**config.mk**
```make
export PLATFORM = sky130hd
export DESIGN_NAME = bgr_row_shift
export DESIGN_NICKNAME = d
export VERILOG_FILES = /design/src/hw/rtl/bgr_pkg.sv /design/src/hw/rtl/bgr_row_shift.sv
export SDC_FILE = /design/constraint.sdc
export NUM_CORES = 1
export LEC_CHECK = 0
export BUFFER_PORTS_ARGS = -buffer_cell sky130_fd_sc_hd__buf_2
export CORE_UTILIZATION = 55
export CTS_BUF_LIST = sky130_fd_sc_hd__clkbuf_4
export CTS_CLUSTER_SIZE = 28
export DETAILED_ROUTE_END_ITERATION = 6
export GPL_TIMING_DRIVEN = 0
export PLACE_DENSITY = 0.88
export SYNTH_ARGS = -nofsm -noshare
export SYNTH_HDL_FRONTEND = slang
export SYNTH_SLANG_ARGS = --single-unit
```
**constraint.sdc**
```tcl
create_clock -name clk -period 2.49 [get_ports clk]
set_input_delay 0.1245 -clock clk [delete_from_list [all_inputs] [get_ports clk]]
set_output_delay 0.1245 -clock clk [all_outputs]
set_load 0.02 [all_outputs]
```
**src/hw/rtl/bgr_pkg.sv**
```systemverilog
// ----------------------------------------------------------------------------
// Bitmap glyph renderer package
// Sizes, command and register codes, and shared types of the renderer.
// ----------------------------------------------------------------------------
package bgr_pkg;

    localparam int FONT_BYTES = 32768;
    localparam int FONT_AW    = $clog2(FONT_BYTES);
    localparam int MAX_WIDTH  = 32;
    localparam int MAX_HEIGHT = 32;

    localparam int BYTE_W     = 8;
    localparam int CMD_W      = 2;
    localparam int COORD_W    = 12;
    localparam int CODE_W     = 8;
    localparam int COLOR_W    = 8;
    localparam int ROW_BITS_W = 32;
    localparam int SWIDTH_W   = 16;
    localparam int HEIGHT_W   = 6;
    localparam int GAP_W      = 3;
    localparam int STRIDE_W   = 8;
    localparam int CFG_IDX_W  = 2;
    localparam int CFG_DATA_W = 8;

    // Glyph byte address: code times stride plus the record offset.
    localparam int ADDR_W     = CODE_W + STRIDE_W + 1;
    localparam int WIDTH_W    = $clog2(MAX_WIDTH + 1);
    localparam int BPR_W      = 3;
    localparam int BCNT_W     = 2;
    localparam int ADV_W      = WIDTH_W + 1;
    localparam int KEEP_W     = 4;

    localparam logic [CMD_W-1:0] CMD_LOAD   = 2'd0;
    localparam logic [CMD_W-1:0] CMD_CURSOR = 2'd1;
    localparam logic [CMD_W-1:0] CMD_DRAW   = 2'd2;

    localparam logic [CFG_IDX_W-1:0] CFG_HEIGHT = 2'd0;
    localparam logic [CFG_IDX_W-1:0] CFG_GAP    = 2'd1;
    localparam logic [CFG_IDX_W-1:0] CFG_STRIDE = 2'd2;

    localparam logic [HEIGHT_W-1:0] RST_HEIGHT = 6'd16;
    localparam logic [GAP_W-1:0]    RST_GAP    = 3'd1;
    localparam logic [STRIDE_W-1:0] RST_STRIDE = 8'd33;

    typedef struct packed {
        logic [HEIGHT_W-1:0] height;
        logic [GAP_W-1:0]    gap;
        logic [STRIDE_W-1:0] stride;
    } cfg_t;

    typedef struct packed {
        logic               en;
        logic [FONT_AW-1:0] addr;
        logic [BYTE_W-1:0]  data;
    } font_wr_t;

    typedef struct packed {
        logic              en;
        logic [ADDR_W-1:0] addr;
    } font_rd_t;

    typedef struct packed {
        logic clear;
        logic shift;
    } shift_ctl_t;

    // Mask that keeps the lowest keep bits of a font byte, keep from 0 to 8.
    function automatic logic [BYTE_W-1:0] byte_mask(input logic [KEEP_W-1:0] keep);
        logic [BYTE_W-1:0] m;
        begin
            m = {BYTE_W{1'b1}} >> (KEEP_W'(BYTE_W) - keep);
            return m;
        end
    endfunction

endpackage

```
**src/hw/rtl/bgr_row_shift.sv**
```systemverilog
// ----------------------------------------------------------------------------
// Bitmap glyph renderer row shifter
// Assembles one glyph row a byte per cycle while shift is asserted, trimming pixels past the width.
// ----------------------------------------------------------------------------
module bgr_row_shift (
    input  logic                            clk,
    input  bgr_pkg::shift_ctl_t             ctl,
    input  logic [bgr_pkg::WIDTH_W-1:0]     width,
    input  logic [bgr_pkg::BPR_W-1:0]       bpr,
    input  logic [bgr_pkg::BYTE_W-1:0]      din,
    output logic [bgr_pkg::ROW_BITS_W-1:0]  bits
);
    import bgr_pkg::*;

    logic [WIDTH_W-1:0]    rem_reg, rem_next;
    logic [ROW_BITS_W-1:0] sh_reg, sh_next;
    logic [KEEP_W-1:0]     keep;

    assign keep = (rem_reg >= WIDTH_W'(BYTE_W)) ? KEEP_W'(BYTE_W) : rem_reg[KEEP_W-1:0];

    // Bytes enter at the top, so the first byte of the row ends lowest.
    always_comb
    begin
        rem_next = rem_reg;
        sh_next  = sh_reg;
        if (ctl.clear)
        begin
            rem_next = width;
        end
        else if (ctl.shift)
        begin
            rem_next = rem_reg - WIDTH_W'(keep);
            sh_next  = {din & byte_mask(keep), sh_reg[ROW_BITS_W-1:BYTE_W]};
        end
    end

    always_ff @(posedge clk)
    begin
        rem_reg <= rem_next;
        sh_reg  <= sh_next;
    end

    always_comb
    begin
        case (bpr)
            3'd4:    bits = sh_reg;
            3'd3:    bits = {8'd0, sh_reg[31:8]};
            3'd2:    bits = {16'd0, sh_reg[31:16]};
            3'd1:    bits = {24'd0, sh_reg[31:24]};
            default: bits = '0;
        endcase
    end

endmodule

```
==> qor.txt <==
Status = complete, no violations
Unique masters post-synth = 32
Min cycle time layout = 2.24 ns
Detail Placement HPWL = 2.84 mm
Total gr overflow = 0
Critical Path RT = 2.71 ns
Layout cell share with drive strength beyond 1 = 0.284
Routed len/inst = 15.0 um
Cts bufs inserted = 5
Worst R2R Path Depth = 6
Post-layout net count = 255
Via/cell ratio = 5.64
Worst-skew pair later-pin latency = 0.35 ns
CORE AREA = 3440 um^2
Post-synthesis cell count = 174
Critical Path Sink Type = register
Clk sinks = 38
DIE AREA = 3930 um^2
ANT cells = 0
Fin. max-slew vios = 0
Die Y = 62.7 um
Post-CTS Hold Buffers = 0
Design Power = 1.55 mW
DR vias = 1567
Gpl congestion = 0.862
DRT Pass-1 Iters = 4
Commonest non-fill, non-tap cell in the layout = buf_2
CTS tree = done
CTS H-tree depth = 2
Slew HR = 0.422
Crit path capture = sh_reg[30]
Place WS = 0.364 ns
Ports = 52
RSZ-0062 raised after global routing = no
Initial antenna violation count = 0
Final ANT Viol Nets = 0
Cell area after placement = 2340 um^2
Worst-path fanout max = 7
Max Cap Violations = 0
Clock transition at the registers of the reported paths = 0.12 ns
CP startpoint kind = register
# DRC = 0
Max reg flops = 32
Postcts setup bufs = 0
FFs w/ async S/R, synth = 0
Synth warnings = 0
Most frequent cells in the layout = buf_2, edfxtp_1, nand2_1
Largest net degree at the start of global routing = 33
Post-Syn Nets = 198
Setup TNS = 0 ns
Total Wirelength = 4.16 mm
Leading register cell type out of synthesis = edfxtp_1
Fmax = 0.447 GHz
Final design utilization = 0.710
Worst min-delay path category = in2reg
Yosys reg bits = 38
Register area share after synthesis = 0.563
RR Startpoint = rem_reg[3]
Fin area = 2440 um^2
Final hold slack = 0.0508 ns
Maximum VDD drop = 0.474 mV
First-pass GRT wire length = 6.82 mm
Starting Density = 0.589
Area of the multi-input gates = 832 um^2
CTS resizes = 0
Endpoints failing setup = 0
Lkg Pwr = 1.03 nW
Chip Width = 62.7 um
Number of global-route vias before repair = 1431
Worst Max-Slew Pin Slew = 0.865 ns
Port buffer count = 50
Reg2Reg Setup Slack = 0.25 ns
Post-synth EDFFs = 38
CP startpoint = rem_reg[3]
Inst Count DP = 270
Area growth, synth to finish = 20.5%
Final hold vios = 0
DRT iter0 DRCs = 148
Synthesized area = 2030 um^2
Syn_area_per_cell = 11.7 um^2
Final setup margin = 0.252 ns
Clock Root Buffer = clkbuf_4
Power Density = 632 nW/um^2
Cell Rows = 21
Layout Skew = 0.00918 ns
Fill count = 259
Arrival time worst endpoint = 2.45 ns
CP Class = reg2reg
R2r endpoint = sh_reg[30]
GRT Resource Usage Total = 0.232
Seq. cell area = 1140 um^2
Final cell count without fillers = 278
Fin crit share = 0.899
Clock buffer depth = 2
[worst max-delay path: stages, from the launching register on]
cell	delay, ns
edfxtp_1	0.50
nor3_1	0.45
and2_1	0.24
inv_1	0.07
ha_1	0.20
xor2_1	0.38
and4_1	0.26
[worst min path at each step]
stage,startpoint,endpoint,slack (ns),cells past startpoint
finish,din[0],sh_reg[24],0.05,2
global placement,width[0],rem_reg[0],0.40,3
global route,width[5],rem_reg[5],0.05,3
CTS,width[0],rem_reg[0],0.04,3
detailed placement,width[0],rem_reg[0],0.41,3
floorplan,width[3],rem_reg[3],0.31,2
[synth_stat cells, types with 2 or more instances]
| cell type | instances | area share |
|---|---|---|
| o21ai_0 | 13 | 0.032 |
| inv_1 | 3 | 0.0056 |
| o31a_1 | 2 | 0.0086 |
| nand2b_1 | 3 | 0.0093 |
| o221ai_1 | 8 | 0.035 |
| clkbuf_1 | 7 | 0.013 |
| ha_1 | 4 | 0.025 |
| nor2_1 | 2 | 0.0037 |
| or2_2 | 3 | 0.0093 |
| and2_1 | 10 | 0.031 |
| nand2_1 | 30 | 0.056 |
| and4_1 | 3 | 0.013 |
| a22o_1 | 8 | 0.035 |
| mux2i_1 | 16 | 0.079 |
| nor2b_1 | 2 | 0.0062 |
| edfxtp_1 | 38 | 0.56 |
| o211a_1 | 3 | 0.015 |
| buf_2 | 2 | 0.0049 |
| a21oi_1 | 4 | 0.0099 |
[routing by layer]
layer | wire (um) | GRT usage | up-vias
met3 | 292 | 0.0657 | 6
li1 | - | - | 768
met2 | 2020 | 0.367 | 74
met5 | 0 | 0 | -
met1 | 1790 | 0.304 | 719
met4 | 56 | 0.0814 | 0
[cells by family (layout without fill, tap and decap cells)]
kind of cell	Yosys count	after routing	synth area share
xor+xnor	1	1	0.00432
compound gates	39	39	0.138
other cells	1	1	0.00185
mux	17	17	0.0845
simple gates	60	60	0.153
fa+ha+maj	4	4	0.0247
buf+inv	14	72	0.0308
flops	38	38	0.563
[final cells by class]
class | count | area share
Buffer | 11 | 0.0210
Clock buffer | 5 | 0.0154
Clock inverter | 3 | 0.0261
Inverter | 3 | 0.00461
Multi-Input combinational cell | 122 | 0.340
Sequential cell | 38 | 0.467
Tap cell | 46 | 0.0235
Timing Repair Buffer | 50 | 0.102
[power by group]
group | internal [mW] | leakage (nW) | switching (mW)
sequential | 0.753 | 0.363 | 0.0373
clock | 0.309 | 0.0528 | 0.206
combinational | 0.0999 | 0.617 | 0.141
Power figures use the tool's default switching activity.
