### src/hw/rtl/bgr_pkg.sv
// ----------------------------------------------------------------------------
// Bitmap glyph renderer package
// Sizes, command and register codes, and shared types of the renderer.
// ----------------------------------------------------------------------------
package bgr_pkg;

    localparam int FONT_BYTES = 32768;
    localparam int FONT_AW    = $clog2(FONT_BYTES);
    localparam int MAX_WIDTH  = 32;
    localparam int MAX_HEIGHT = 32;

    localparam int BYTE_W     = 8;
    localparam int CMD_W      = 2;
    localparam int COORD_W    = 12;
    localparam int CODE_W     = 8;
    localparam int COLOR_W    = 8;
    localparam int ROW_BITS_W = 32;
    localparam int SWIDTH_W   = 16;
    localparam int HEIGHT_W   = 6;
    localparam int GAP_W      = 3;
    localparam int STRIDE_W   = 8;
    localparam int CFG_IDX_W  = 2;
    localparam int CFG_DATA_W = 8;

    // Glyph byte address: code times stride plus the record offset.
    localparam int ADDR_W     = CODE_W + STRIDE_W + 1;
    localparam int WIDTH_W    = $clog2(MAX_WIDTH + 1);
    localparam int BPR_W      = 3;
    localparam int BCNT_W     = 2;
    localparam int ADV_W      = WIDTH_W + 1;
    localparam int KEEP_W     = 4;

    localparam logic [CMD_W-1:0] CMD_LOAD   = 2'd0;
    localparam logic [CMD_W-1:0] CMD_CURSOR = 2'd1;
    localparam logic [CMD_W-1:0] CMD_DRAW   = 2'd2;

    localparam logic [CFG_IDX_W-1:0] CFG_HEIGHT = 2'd0;
    localparam logic [CFG_IDX_W-1:0] CFG_GAP    = 2'd1;
    localparam logic [CFG_IDX_W-1:0] CFG_STRIDE = 2'd2;

    localparam logic [HEIGHT_W-1:0] RST_HEIGHT = 6'd16;
    localparam logic [GAP_W-1:0]    RST_GAP    = 3'd1;
    localparam logic [STRIDE_W-1:0] RST_STRIDE = 8'd33;

    typedef struct packed {
        logic [HEIGHT_W-1:0] height;
        logic [GAP_W-1:0]    gap;
        logic [STRIDE_W-1:0] stride;
    } cfg_t;

    typedef struct packed {
        logic               en;
        logic [FONT_AW-1:0] addr;
        logic [BYTE_W-1:0]  data;
    } font_wr_t;

    typedef struct packed {
        logic              en;
        logic [ADDR_W-1:0] addr;
    } font_rd_t;

    typedef struct packed {
        logic clear;
        logic shift;
    } shift_ctl_t;

    // Mask that keeps the lowest keep bits of a font byte, keep from 0 to 8.
    function automatic logic [BYTE_W-1:0] byte_mask(input logic [KEEP_W-1:0] keep);
        logic [BYTE_W-1:0] m;
        begin
            m = {BYTE_W{1'b1}} >> (KEEP_W'(BYTE_W) - keep);
            return m;
        end
    endfunction

endpackage

### src/hw/rtl/bgr_cfg_regs.sv
// ----------------------------------------------------------------------------
// Bitmap glyph renderer configuration registers
// Glyph height, character gap and glyph record stride, written by index.
// ----------------------------------------------------------------------------
module bgr_cfg_regs (
    input  logic                            clk,
    input  logic                            rst_n,
    input  logic                            cfg_we,
    input  logic [bgr_pkg::CFG_IDX_W-1:0]   cfg_index,
    input  logic [bgr_pkg::CFG_DATA_W-1:0]  cfg_data,
    output bgr_pkg::cfg_t                   cfg
);
    import bgr_pkg::*;

    logic [HEIGHT_W-1:0] height_reg, height_next;
    logic [GAP_W-1:0]    gap_reg, gap_next;
    logic [STRIDE_W-1:0] stride_reg, stride_next;

    always_comb
    begin
        height_next = height_reg;
        gap_next    = gap_reg;
        stride_next = stride_reg;
        if (cfg_we)
        begin
            case (cfg_index)
                CFG_HEIGHT: height_next = cfg_data[HEIGHT_W-1:0];
                CFG_GAP:    gap_next    = cfg_data[GAP_W-1:0];
                CFG_STRIDE: stride_next = cfg_data[STRIDE_W-1:0];
                default:
                begin
                    height_next = height_reg;
                end
            endcase
        end
    end

    always_ff @(posedge clk or negedge rst_n)
    begin
        if (!rst_n)
        begin
            height_reg <= RST_HEIGHT;
            gap_reg    <= RST_GAP;
            stride_reg <= RST_STRIDE;
        end
        else
        begin
            height_reg <= height_next;
            gap_reg    <= gap_next;
            stride_reg <= stride_next;
        end
    end

    assign cfg.height = height_reg;
    assign cfg.gap    = gap_reg;
    assign cfg.stride = stride_reg;

endmodule

### config.mk
export PLATFORM = sky130hd
export DESIGN_NAME = bgr_cfg_regs
export DESIGN_NICKNAME = d
export VERILOG_FILES = /design/src/hw/rtl/bgr_pkg.sv /design/src/hw/rtl/bgr_cfg_regs.sv
export SDC_FILE = /design/constraint.sdc
export NUM_CORES = 1
export LEC_CHECK = 0
export BUFFER_PORTS_ARGS = -buffer_cell sky130_fd_sc_hd__buf_2
export CORE_MARGIN = 5
export CORE_UTILIZATION = 42
export CTS_BUF_LIST = sky130_fd_sc_hd__clkbuf_4 sky130_fd_sc_hd__clkbuf_8
export DETAILED_ROUTE_END_ITERATION = 6
export PLACE_DENSITY = 0.76
export SETUP_SLACK_MARGIN = 0.2
export SLEW_MARGIN = 20
export SYNTH_ARGS = -nofsm -noshare
export SYNTH_HDL_FRONTEND = slang
export SYNTH_SLANG_ARGS = --single-unit
### constraint.sdc
create_clock -name clk -period 0.8 [get_ports clk]
set_input_delay 0.08 -clock clk [delete_from_list [all_inputs] [get_ports clk]]
set_output_delay 0.08 -clock clk [all_outputs]
set_load 0.005 [all_outputs]
==> impl_results.md, run 1 <==
- Finished Core Util: 0.6686
- Worst supply voltage drop on vdd: 1074 µV
- Distinct cell type count of the synthesized netlist: 6
- Min Clock Period, post-route: 1.004 ns
- Worst hold margin: 0.02938 ns
- Library cell occupying the most area in the post-synthesis netlist: sky130_fd_sc_hd__dfrtp_1
- Final Hold Viols: 0
- Worst path setup slack after routing: -0.2041 ns
- Pins Over Slew Limit: 0
- Number of vias per cell: 4.786
- I/O Pins: 30
- Area grow syn2layout: 52.75%
- Worst hold path class: primary input to flip-flop
- Initial antenna violation count: 0
- Largest family of logic cells by synthesized area: multiplexers
- Static leakage power: 0.5415 nW
- Synthesis Warnings: 0
- Largest cells by area after synthesis: sky130_fd_sc_hd__dfrtp_1 49%, sky130_fd_sc_hd__mux2_2 29%, sky130_fd_sc_hd__dfstp_2 16%
- Ratio of cells with drive above 1 in the final layout: 0.8171
- Fmax: 996.0 MHz
- Area share of and/or/nand/nor cells after synthesis: 0.05693
- Power per standard cell area: 2163 nW/µm²
- Clock tree from TritonCTS: done
- Detailed-route wire length: 1344 µm
- Clock Skew: 0 ns
- WP buf/inv: 1
- Area share of the leading cell type in the synthesized netlist: 0.4934
- Crit Path Category: flip-flop to output pin
- Buffer levels on the longest clock path: 2
- Wire length of the first global-routing pass: 2118 µm
- Drt first pass iters: 3
- Effective utilization at floorplan: 0.4377
- Crit path max-delay family: flip-flops
- Largest register FFs: 8
- Synthesized-area fraction occupied by adder cells: 0
- Post-DRT Antenna Nets: 0
- Number of buffers created by CTS: 3
- Fraction of synthesized cell area in xor and xnor cells: 0
- Post-synthesis sequential element count: 17
- X dimension of the die: 49.62 µm
- Routability Congestion: 0.7416
- Largest net degree at the start of global routing: 18
- Overflow after GRT: 0
- Cell at the slowest stage of the critical path: sky130_fd_sc_hd__dfstp_2
- # port buffers: 29
- Sequence of cells on the critical path: buf_2
- Worst slew pin tran: 0.2367 ns
- Endpoint required time on the critical path: 0.72 ns
- Critical path arrival: 0.92 ns
- Post-Syn Area per Cell: 17.82 µm²
- Worst stage delay on the critical path: 0.55 ns
- Critical Path Fanout Max: 2
- Ant diodes: 0
- Relative max-transition margin: 0.8417
- Number of levels in the clock H-tree: 1
- Share of synthesized area occupied by flip-flops and latches: 0.6528
- Num rows: 14
- Violated checks: setup timing
- Total core area: 1506 µm²
- CTS sink count: 17
- Insertion delay of the later-clocked pin in the worst-skew pair: 0.27 ns
- Setup violators final: 24
- Gate Count Post-Synth: 37
- Type of element launching the critical path: flip-flop
- Wire length per cell after detailed routing: 13.71 µm
- Post-synth design cell area: 659.4 µm²
- Number of nets in the finished design: 96
- Number of global-route vias before repair: 498
- Synth Area in Compound Gates: 0
- Final worst path period share: 1.255
- Post-route DRC: 0
- Overall via count from detail_route: 469
- CP endpoint kind: output pin
- Die area: 2462 µm²
- Net count after synthesis: 50
- Max Cap Viol: 0
- Run status: finished, violations left
- Overall global routing resource usage: 0.1108
- Clock root buffer: sky130_fd_sc_hd__clkbuf_4
- Share of cell area taken by muxes after synthesis: 0.2903
- DIE HEIGHT: 49.62 µm
- Clk pin slew, worst setup/hold paths: 0.09 ns
- Count of routing violations after the opening detailed-route iteration: 6
- Setup repair after global routing missed its margin: yes
-- cell usage after synthesis --
library cell	instances
sky130_fd_sc_hd__nor3b_4	1
sky130_fd_sc_hd__dfrtp_1	13
sky130_fd_sc_hd__nand3b_1	1
sky130_fd_sc_hd__mux2_2	17
sky130_fd_sc_hd__dfstp_2	4
sky130_fd_sc_hd__nand3b_2	1
-- final timing paths --
kind	start	end	slack, ns	cells past startpoint
setup reg to reg	stride_reg[6]	stride_reg[6]	-0.06	2
hold / removal	cfg_data[7]	stride_reg[7]	0.03	2
min in group asynchronous	rst_n	stride_reg[2]	0.23	2
hold reg to reg	height_reg[2]	height_reg[2]	0.51	1
max in group asynchronous	rst_n	gap_reg[0]	0.31	2
setup / recovery	stride_reg[5]	cfg[5]	-0.20	1
-- where the power goes --
part	leakage, nW	internal, mW	switching (mW)
sequential	0.196	1.05	0.0790
combinational	0.328	0.431	0.197
clock	0.0177	0.185	0.237
total	0.541	1.67	0.513
-- area by class of cell --
class                   instances  area, µm²
clock buffers                   3      22.52
well taps                      16      20.02
repair buffers                 41      246.5
clock inverters                 1      5.005
multi-input cells              20      282.8
flip-flops and latches         17      430.4
fillers                       120      499.2
-- placed cells by master (no fill, tap or decap), drive strengths merged --
| master | n |
|---|---|
| buf | 39 |
| mux2 | 17 |
| dfrtp | 13 |
| clkbuf | 4 |
| dfstp | 4 |
| nand3b | 2 |
| nor3b | 1 |
| clkinv | 1 |
| dlygate4sd3 | 1 |
-- logic make-up (layout without fill, tap and decap cells) --
| group | count (synthesis) | in the layout |
|---|---|---|
| mux | 17 | 17 |
| flops | 17 | 17 |
| simple gates | 3 | 3 |
| buf+inv | 0 | 45 |
-- per-stage QoR --
step	cells	total power [mW]	cell area (µm²)	setup slack [ns]	setup TNS, ns
final	98	2.178	1007	-0.2041	-2.027
after global routing	98	2.331	1007	-0.2444	-3.066
after CTS	91	2.117	952.2	-0.2120	-1.874
after detailed placement	84	1.650	885.9	-0.2798	-3.226
after global placement	84	1.639	885.9	-0.2409	-2.884
after floorplan	37	1.390	705.7	-0.04999	-0.2591
-- routing by layer --
metal / global-route usage / wire (µm)
met1: 0.1284 / 523
met5: 0 / 0
met4: 0.03930 / 0
met2: 0.1949 / 740
met3: 0.02711 / 79
-- timing repair --
action                                 4_1_cts  5_1_grt
endpoints found under the hold margin       17        0
pin swaps                                    1        0
buffers inserted                             2        7
setup endpoints to repair                   34       51
hold buffers                                 1        0
resized for setup                            3        1
Power figures use the tool's default switching activity.
==> run 2: changes to the inputs <==
ABC_AREA = 1   (was unset)
CORE_UTILIZATION = 52   (was 42)
PLACE_DENSITY = 0.85   (was 0.76)
clock period = 1.25 ns   (was 0.8 ns; I/O delays follow)
==> impl_results.md, run 2 <==
- Run status: finished, final reports clean
- Crit Path Category: flip-flop to output pin
- Number of nets in the finished design: 124 (+29%)
- Cell at the slowest stage of the critical path: sky130_fd_sc_hd__dfstp_2
- Post-synth EDFFs: 0 (unchanged)
- Post-route DRC: 0 (unchanged)
- Distinct cell type count of the synthesized netlist: 11 (+5)
- Number of cells in the finished layout apart from fillers: 125 (+28%)
- Buffer levels on the longest clock path: 2 (unchanged)
- Post-Syn Area per Cell: 9.620 µm² (-46%)
- Crit path max-delay family: flip-flops
- Num rows: 13 (-1)
- Final Hold Viols: 0 (unchanged)
- Routability Congestion: 0.8101 (+9.2%)
- Insertion delay of the later-clocked pin in the worst-skew pair: 0.28 ns (about the same)
- Number of buffers created by CTS: 3 (unchanged)
- Setup violators final: 0 (-100%)
- Dominant register cell in the synthesized netlist: sky130_fd_sc_hd__dfrtp_1
- Total core area: 1318 µm² (-13%)
- Post-route cell area: 939.7 µm² (-6.7%)
- Leading cell type in the layout, fill and taps excluded: sky130_fd_sc_hd__nand2_1
- Die area: 2279 µm² (-7.4%)
- Largest register FFs: 8 (unchanged)
- Critical path arrival: 0.93 ns (about the same)
- Overall global routing resource usage: 0.1653 (+0.05442)
- Final worst path period share: 0.8458
- Post-synth design cell area: 740.7 µm² (+12%)
- Post-synthesis sequential element count: 17 (unchanged)
- Largest cells by area after synthesis: sky130_fd_sc_hd__dfrtp_1 44%, sky130_fd_sc_hd__nand2_1 18%, sky130_fd_sc_hd__dfstp_2 14%
- Static leakage power: 0.5230 nW (-3.4%)
- Finished Core Util: 0.7132 (+0.04459)
- Setup TNS: 0 ns (+2.027 ns)
- Count of routing violations after the opening detailed-route iteration: 14 (+8)
- Area share of the leading cell type in the synthesized netlist: 0.4392 (-0.05417)
- Relative max-transition margin: 0.7598 (-0.08196)
- Worst setup slack before clock tree synthesis: 0.3330 ns (+0.6128 ns)
- CP endpoint kind: output pin
- Setup repair after global routing missed its margin: yes
- Net count after synthesis: 90 (+80%)
- Gate Count Post-Synth: 77 (+110%)
- Worst hold margin: 0.06953 ns (+0.04016 ns)
- Critical Path Fanout Max: 2 (unchanged)
- Commonest cells after routing, fill and taps aside: 35 x sky130_fd_sc_hd__nand2_1, 26 x sky130_fd_sc_hd__buf_2, 13 x sky130_fd_sc_hd__dfrtp_1
- # port buffers: 29 (unchanged)
- Half-perimeter wire length after placement: 1249 µm
- Type of element launching the critical path: flip-flop
- Post-synth top cells: 35 x sky130_fd_sc_hd__nand2_1, 13 x sky130_fd_sc_hd__dfrtp_1, 11 x sky130_fd_sc_hd__nand4_1, 7 x sky130_fd_sc_hd__nand3_1, 4 x sky130_fd_sc_hd__dfstp_2
- Wire length per cell after detailed routing: 13.26 µm (-3.3%)
- Overall via count from detail_route: 660 (+41%)
- Instance area at placement: 865.8 µm² (-2.3%)
- Clock tree from TritonCTS: done
- Synthesis Warnings: 0 (unchanged)
- Worst supply voltage drop on vdd: 800.2 µV (-25%)
- Count leader, synth: sky130_fd_sc_hd__nand2_1
- Worst reg2reg startpoint: stride_reg[5]
- Worst Hold Launch: cfg_data[5]
- I/O Pins: 30 (unchanged)
- Endpoint required time on the critical path: 1.12 ns (+0.40 ns)
- Effective utilization at floorplan: 0.5622 (+0.1245)
- Max Cap Viol: 0 (unchanged)
- Share of synthesized area occupied by flip-flops and latches: 0.5811 (-0.07167)
- Worst slew pin tran: 0.3604 ns (+0.1237 ns)
- CP Launch Point: height_reg[4]
- Number of vias per cell: 5.280 (+10%)
- Number of levels in the clock H-tree: 1 (unchanged)
- Clock Skew: 0 ns (unchanged)
- Total power draw: 1.288 mW (-41%)
- Clock root buffer: sky130_fd_sc_hd__clkbuf_4
- Ys async rst share: 1.000 (unchanged)
- Library cell occupying the most area in the post-synthesis netlist: sky130_fd_sc_hd__dfrtp_1
- Wire length of the first global-routing pass: 2622 µm (+24%)
- Post-DRT Antenna Nets: 0 (unchanged)
- Pins Over Slew Limit: 0 (unchanged)
- Ratio of cells with drive above 1 in the final layout: 0.3909 (-0.4262)
- Fmax: 945.8 MHz
- Worst stage delay on the critical path: 0.56 ns (about the same)
- Overflow after GRT: 0 (unchanged)
- Initial antenna violation count: 0 (unchanged)
- Largest net degree at the start of global routing: 21 (+3)
- Clk pin slew, worst setup/hold paths: 0.09 ns (about the same)
- Power per standard cell area: 1370 nW/µm² (-37%)
- Drt first pass iters: 4 (+1)
- X dimension of the die: 47.74 µm (-3.8%)
- Min Clock Period, post-route: 1.057 ns
- CTS sink count: 17 (unchanged)
- Placed Instances: 118 (+40%)
- WP buf/inv: 1 (unchanged)
- Number of global-route vias before repair: 621 (+25%)
- Worst path setup slack after routing: 0.1927 ns (+0.3968 ns)
- Area grow syn2layout: 26.86%
- Worst-case register-to-register setup slack: 0.46 ns (+0.52 ns)
- Sequence of cells on the critical path: buf_6
- Worst hold path class: primary input to flip-flop
- DIE HEIGHT: 47.74 µm (-3.8%)
- Detailed-route wire length: 1658 µm (+23%)
- Ant diodes: 0 (unchanged)
-- run 2: report_power, final --
part	switching [mW]	internal, mW
clock network	0.154	0.146
registers	0.0477	0.652
logic	0.146	0.143
total	0.348	0.940
-- run 2: final timing paths --
kind,endpoint,cells after the start
max,cfg[15],1
max in group asynchronous,stride_reg[0],2
min in group asynchronous,stride_reg[4],2
max reg2reg,stride_reg[5],3
min,stride_reg[5],3
min reg2reg,stride_reg[2],2
-- run 2: cells by family (layout without fill, tap and decap cells) --
family                 after synthesis  in the layout  synth area share
flip-flops                          17             17            0.5811
AND/OR/NAND/NOR                     55             55            0.3564
buffers and inverters                5             38           0.06251
-- run 2: layer usage --
metal  wire, µm  global-route usage
met1        669              0.1934
met2        822              0.2770
met3        128             0.04511
met4         38             0.08065
met5          0                   0
-- run 2: what timing repair did --
| action | CTS | global route |
|---|---|---|
| setup buffers | 0 | 2 |
| hold endpoints to repair | 13 | 0 |
| hold buffers | 1 | 0 |
| pin swaps | 0 | 0 |
| endpoints found under the setup margin | 3 | 4 |
| resized for setup | 1 | 2 |
-- run 2: final cells by class --
type,count,area (µm²)
Timing Repair Buffer,32,188.9
Multi-Input combinational cell,55,264.0
Sequential cell,17,430.4
Fill cell,110,377.9
Inverter,2,7.507
Clock buffer,4,30.03
Tap cell,15,18.77
==> run 3: changes to the inputs <==
CORE_UTILIZATION = 44   (was 52)
PLACE_DENSITY = 0.77   (was 0.85)
clock period = 0.97 ns   (was 1.25 ns; I/O delays follow)
==> impl_results.md, run 3 (same netlist as run 2, synthesis figures left out) <==
- Placed Instances: 121 (+2.5%)
- Num rows: 14 (+1)
- Worst hold path class: primary input to flip-flop
- Drt first pass iters: 4 (unchanged)
- Topmost layer with routed signal wires: met4
- Type of element launching the critical path: flip-flop
- Worst supply voltage drop on vdd: 936.7 µV (+17%)
- WP buf/inv: 1 (unchanged)
- Worst reg2reg startpoint: stride_reg[6]
- Clock tree from TritonCTS: done
- Length in cells of the worst reg-to-reg path: 4 (+1)
- Run status: finished, violations left
- Number of levels in the clock H-tree: 1 (unchanged)
- M1 WL: 746 µm (+12%)
- Insertion delay of the later-clocked pin in the worst-skew pair: 0.27 ns (about the same)
- Detailed-route wire length: 1713 µm (+3.3%)
- Max Cap Viol: 0 (unchanged)
- DIE HEIGHT: 51.03 µm (+6.9%)
- Final worst path period share: 1.046
- I/O Pins: 30 (unchanged)
- # port buffers: 29 (unchanged)
- Total core area: 1559 µm² (+18%)
- Final Hold Viols: 0 (unchanged)
- Hold Crit Endpoint: stride_reg[5]
- Setup violators final: 4 (+4)
- Power per standard cell area: 1697 nW/µm² (+24%)
- Buffer levels on the longest clock path: 2 (unchanged)
- Overall via count from detail_route: 686 (+3.9%)
- Met2 WL post-DR: 834 µm (+1.5%)
- Effective utilization at floorplan: 0.4751 (-0.08708)
- Worst slew pin tran: 0.3635 ns (+0.003121 ns)
- Number of nets in the finished design: 134 (+8.1%)
- Ratio of cells with drive above 1 in the final layout: 0.5000 (+0.1091)
- Wire length of the first global-routing pass: 2739 µm (+4.5%)
- Worst Hold Launch: cfg_data[5]
- Post-DRT Antenna Nets: 0 (unchanged)
- Total power draw: 1.787 mW (+39%)
- Endpoint required time on the critical path: 0.87 ns (-0.25 ns)
- Fmax: 985.9 MHz
- Ant diodes: 0 (unchanged)
- Cell at the slowest stage of the critical path: sky130_fd_sc_hd__dfstp_2
- Static leakage power: 0.5793 nW (+11%)
- Hold path cells: 3 (unchanged)
- R2r endpoint: stride_reg[6]
- Violated checks: setup timing
- Number of buffers created by CTS: 3 (unchanged)
- Number of global-route vias before repair: 647 (+4.2%)
- Crit Path Category: flip-flop to output pin
- Die area: 2604 µm² (+14%)
- Half-perimeter wire length after placement: 1219 µm (-2.4%)
- Commonest cells after routing, fill and taps aside: 28 x sky130_fd_sc_hd__nand2_1, 27 x sky130_fd_sc_hd__buf_2, 13 x sky130_fd_sc_hd__dfrtp_1
- Area grow syn2layout: 42.23%
- Critical Path Fanout Max: 2 (unchanged)
- Number of vias per cell: 5.044 (-4.5%)
- Largest net degree at the start of global routing: 18 (-14%)
- Worst-case register-to-register setup slack: 0.14 ns (-0.32 ns)
- Post-route DRC: 0 (unchanged)
- Overall global routing resource usage: 0.1384 (-0.02687)
- Wire length on met3: 122 µm (-4.7%)
- Clock Skew: 0 ns (unchanged)
- Routability Congestion: 0.7779 (-4.0%)
- Crit path max-delay family: flip-flops
- Critical path arrival: 0.92 ns (about the same)
- Multi-input combinational cell area: 281.5 µm² (+6.6%)
- Leading cell type in the layout, fill and taps excluded: sky130_fd_sc_hd__nand2_1
- Sequence of cells on the critical path: buf_2
- Worst stage delay on the critical path: 0.54 ns (-0.02 ns)
- X dimension of the die: 51.03 µm (+6.9%)
- Min Clock Period, post-route: 1.014 ns
- Register area: 430.4 µm² (unchanged)
- Worst path setup slack after routing: -0.04434 ns (-0.2371 ns)
- Number of cells in the finished layout apart from fillers: 136 (+8.8%)
- Pins Over Slew Limit: 0 (unchanged)
- Largest register FFs: 8 (unchanged)
- Count of routing violations after the opening detailed-route iteration: 20 (+6)
- Wire length per cell after detailed routing: 12.60 µm (-5.0%)
- Clk pin slew, worst setup/hold paths: 0.09 ns (about the same)
- Setup repair after global routing missed its margin: yes
- CTS sink count: 17 (unchanged)
- CP endpoint kind: output pin
- Count of fill cells added during filler insertion: 130 (+18%)
- Overflow after GRT: 0 (unchanged)
- Clock root buffer: sky130_fd_sc_hd__clkbuf_4
- Relative max-transition margin: 0.7577 (-0.002081)
- Initial antenna violation count: 0 (unchanged)
-- run 3: changes by cell type in the layout (fill, tap and decap cells not counted), sizes merged --
cell,previous run,this run
buf,31,41
-- run 3: per-stage QoR --
step	utilization	worst slack, ns	cell area (µm²)	hold slack [ns]	TNS [ns]
4_1_cts	0.6156	-0.05704	959.7	0.05510	-0.2090
5_1_grt	0.6758	-0.08982	1054	0.05056	-0.3302
6_report	0.6758	-0.04434	1054	0.05781	-0.1558
2_1_floorplan	-	0.2995	740.7	-0.1986	0
3_3_place_gp	0.5658	0.1395	882.1	0.02556	0
3_5_place_dp	0.5658	0.09840	882.1	0.03145	0
-- run 3: per-layer routing --
layer	global-route usage	vias to the layer above
li1	-	345
met1	0.1743	311
met5	0	-
met2	0.2232	28
met3	0.03488	2
met4	0.06278	0
-- run 3: repair_timing --
| item | 4_1_cts | 5_1_grt |
|---|---|---|
| endpoints found under the setup margin | 17 | 19 |
| buffers inserted | 5 | 5 |
| pin swaps | 0 | 4 |
| hold endpoints to repair | 13 | 0 |
| resized for setup | 0 | 16 |
| hold buffers | 1 | 0 |
-- run 3: layout make-up --
| type | count | share of cell area |
|---|---|---|
| Sequential cell | 17 | 0.4086 |
| Timing Repair Buffer | 42 | 0.2696 |
| Multi-Input combinational cell | 55 | 0.2672 |
| Clock buffer | 4 | 0.02850 |
| Tap cell | 16 | 0.01900 |
| Inverter | 2 | 0.007126 |
-- run 3: worst max path at each step --
stage                               end  slack [ns]           from  cells after the start
after CTS                        cfg[5]       -0.06  stride_reg[5]                      1
final                            cfg[5]       -0.04  stride_reg[5]                      1
after detailed placement  height_reg[2]         0.1   cfg_index[1]                      5
after floorplan           height_reg[4]        0.30  height_reg[4]                      2
after global routing             cfg[8]       -0.09     gap_reg[0]                      1
after global placement    height_reg[2]        0.14   cfg_index[1]                      5
-- run 3: where the power goes --
group	internal [mW]	switching, mW	total, mW	leakage, nW
Sequential	0.840	0.0596	0.900	0.204
Clock	0.187	0.199	0.386	0.0184
Combinational	0.283	0.219	0.502	0.357
Total	1.31	0.478	1.79	0.579
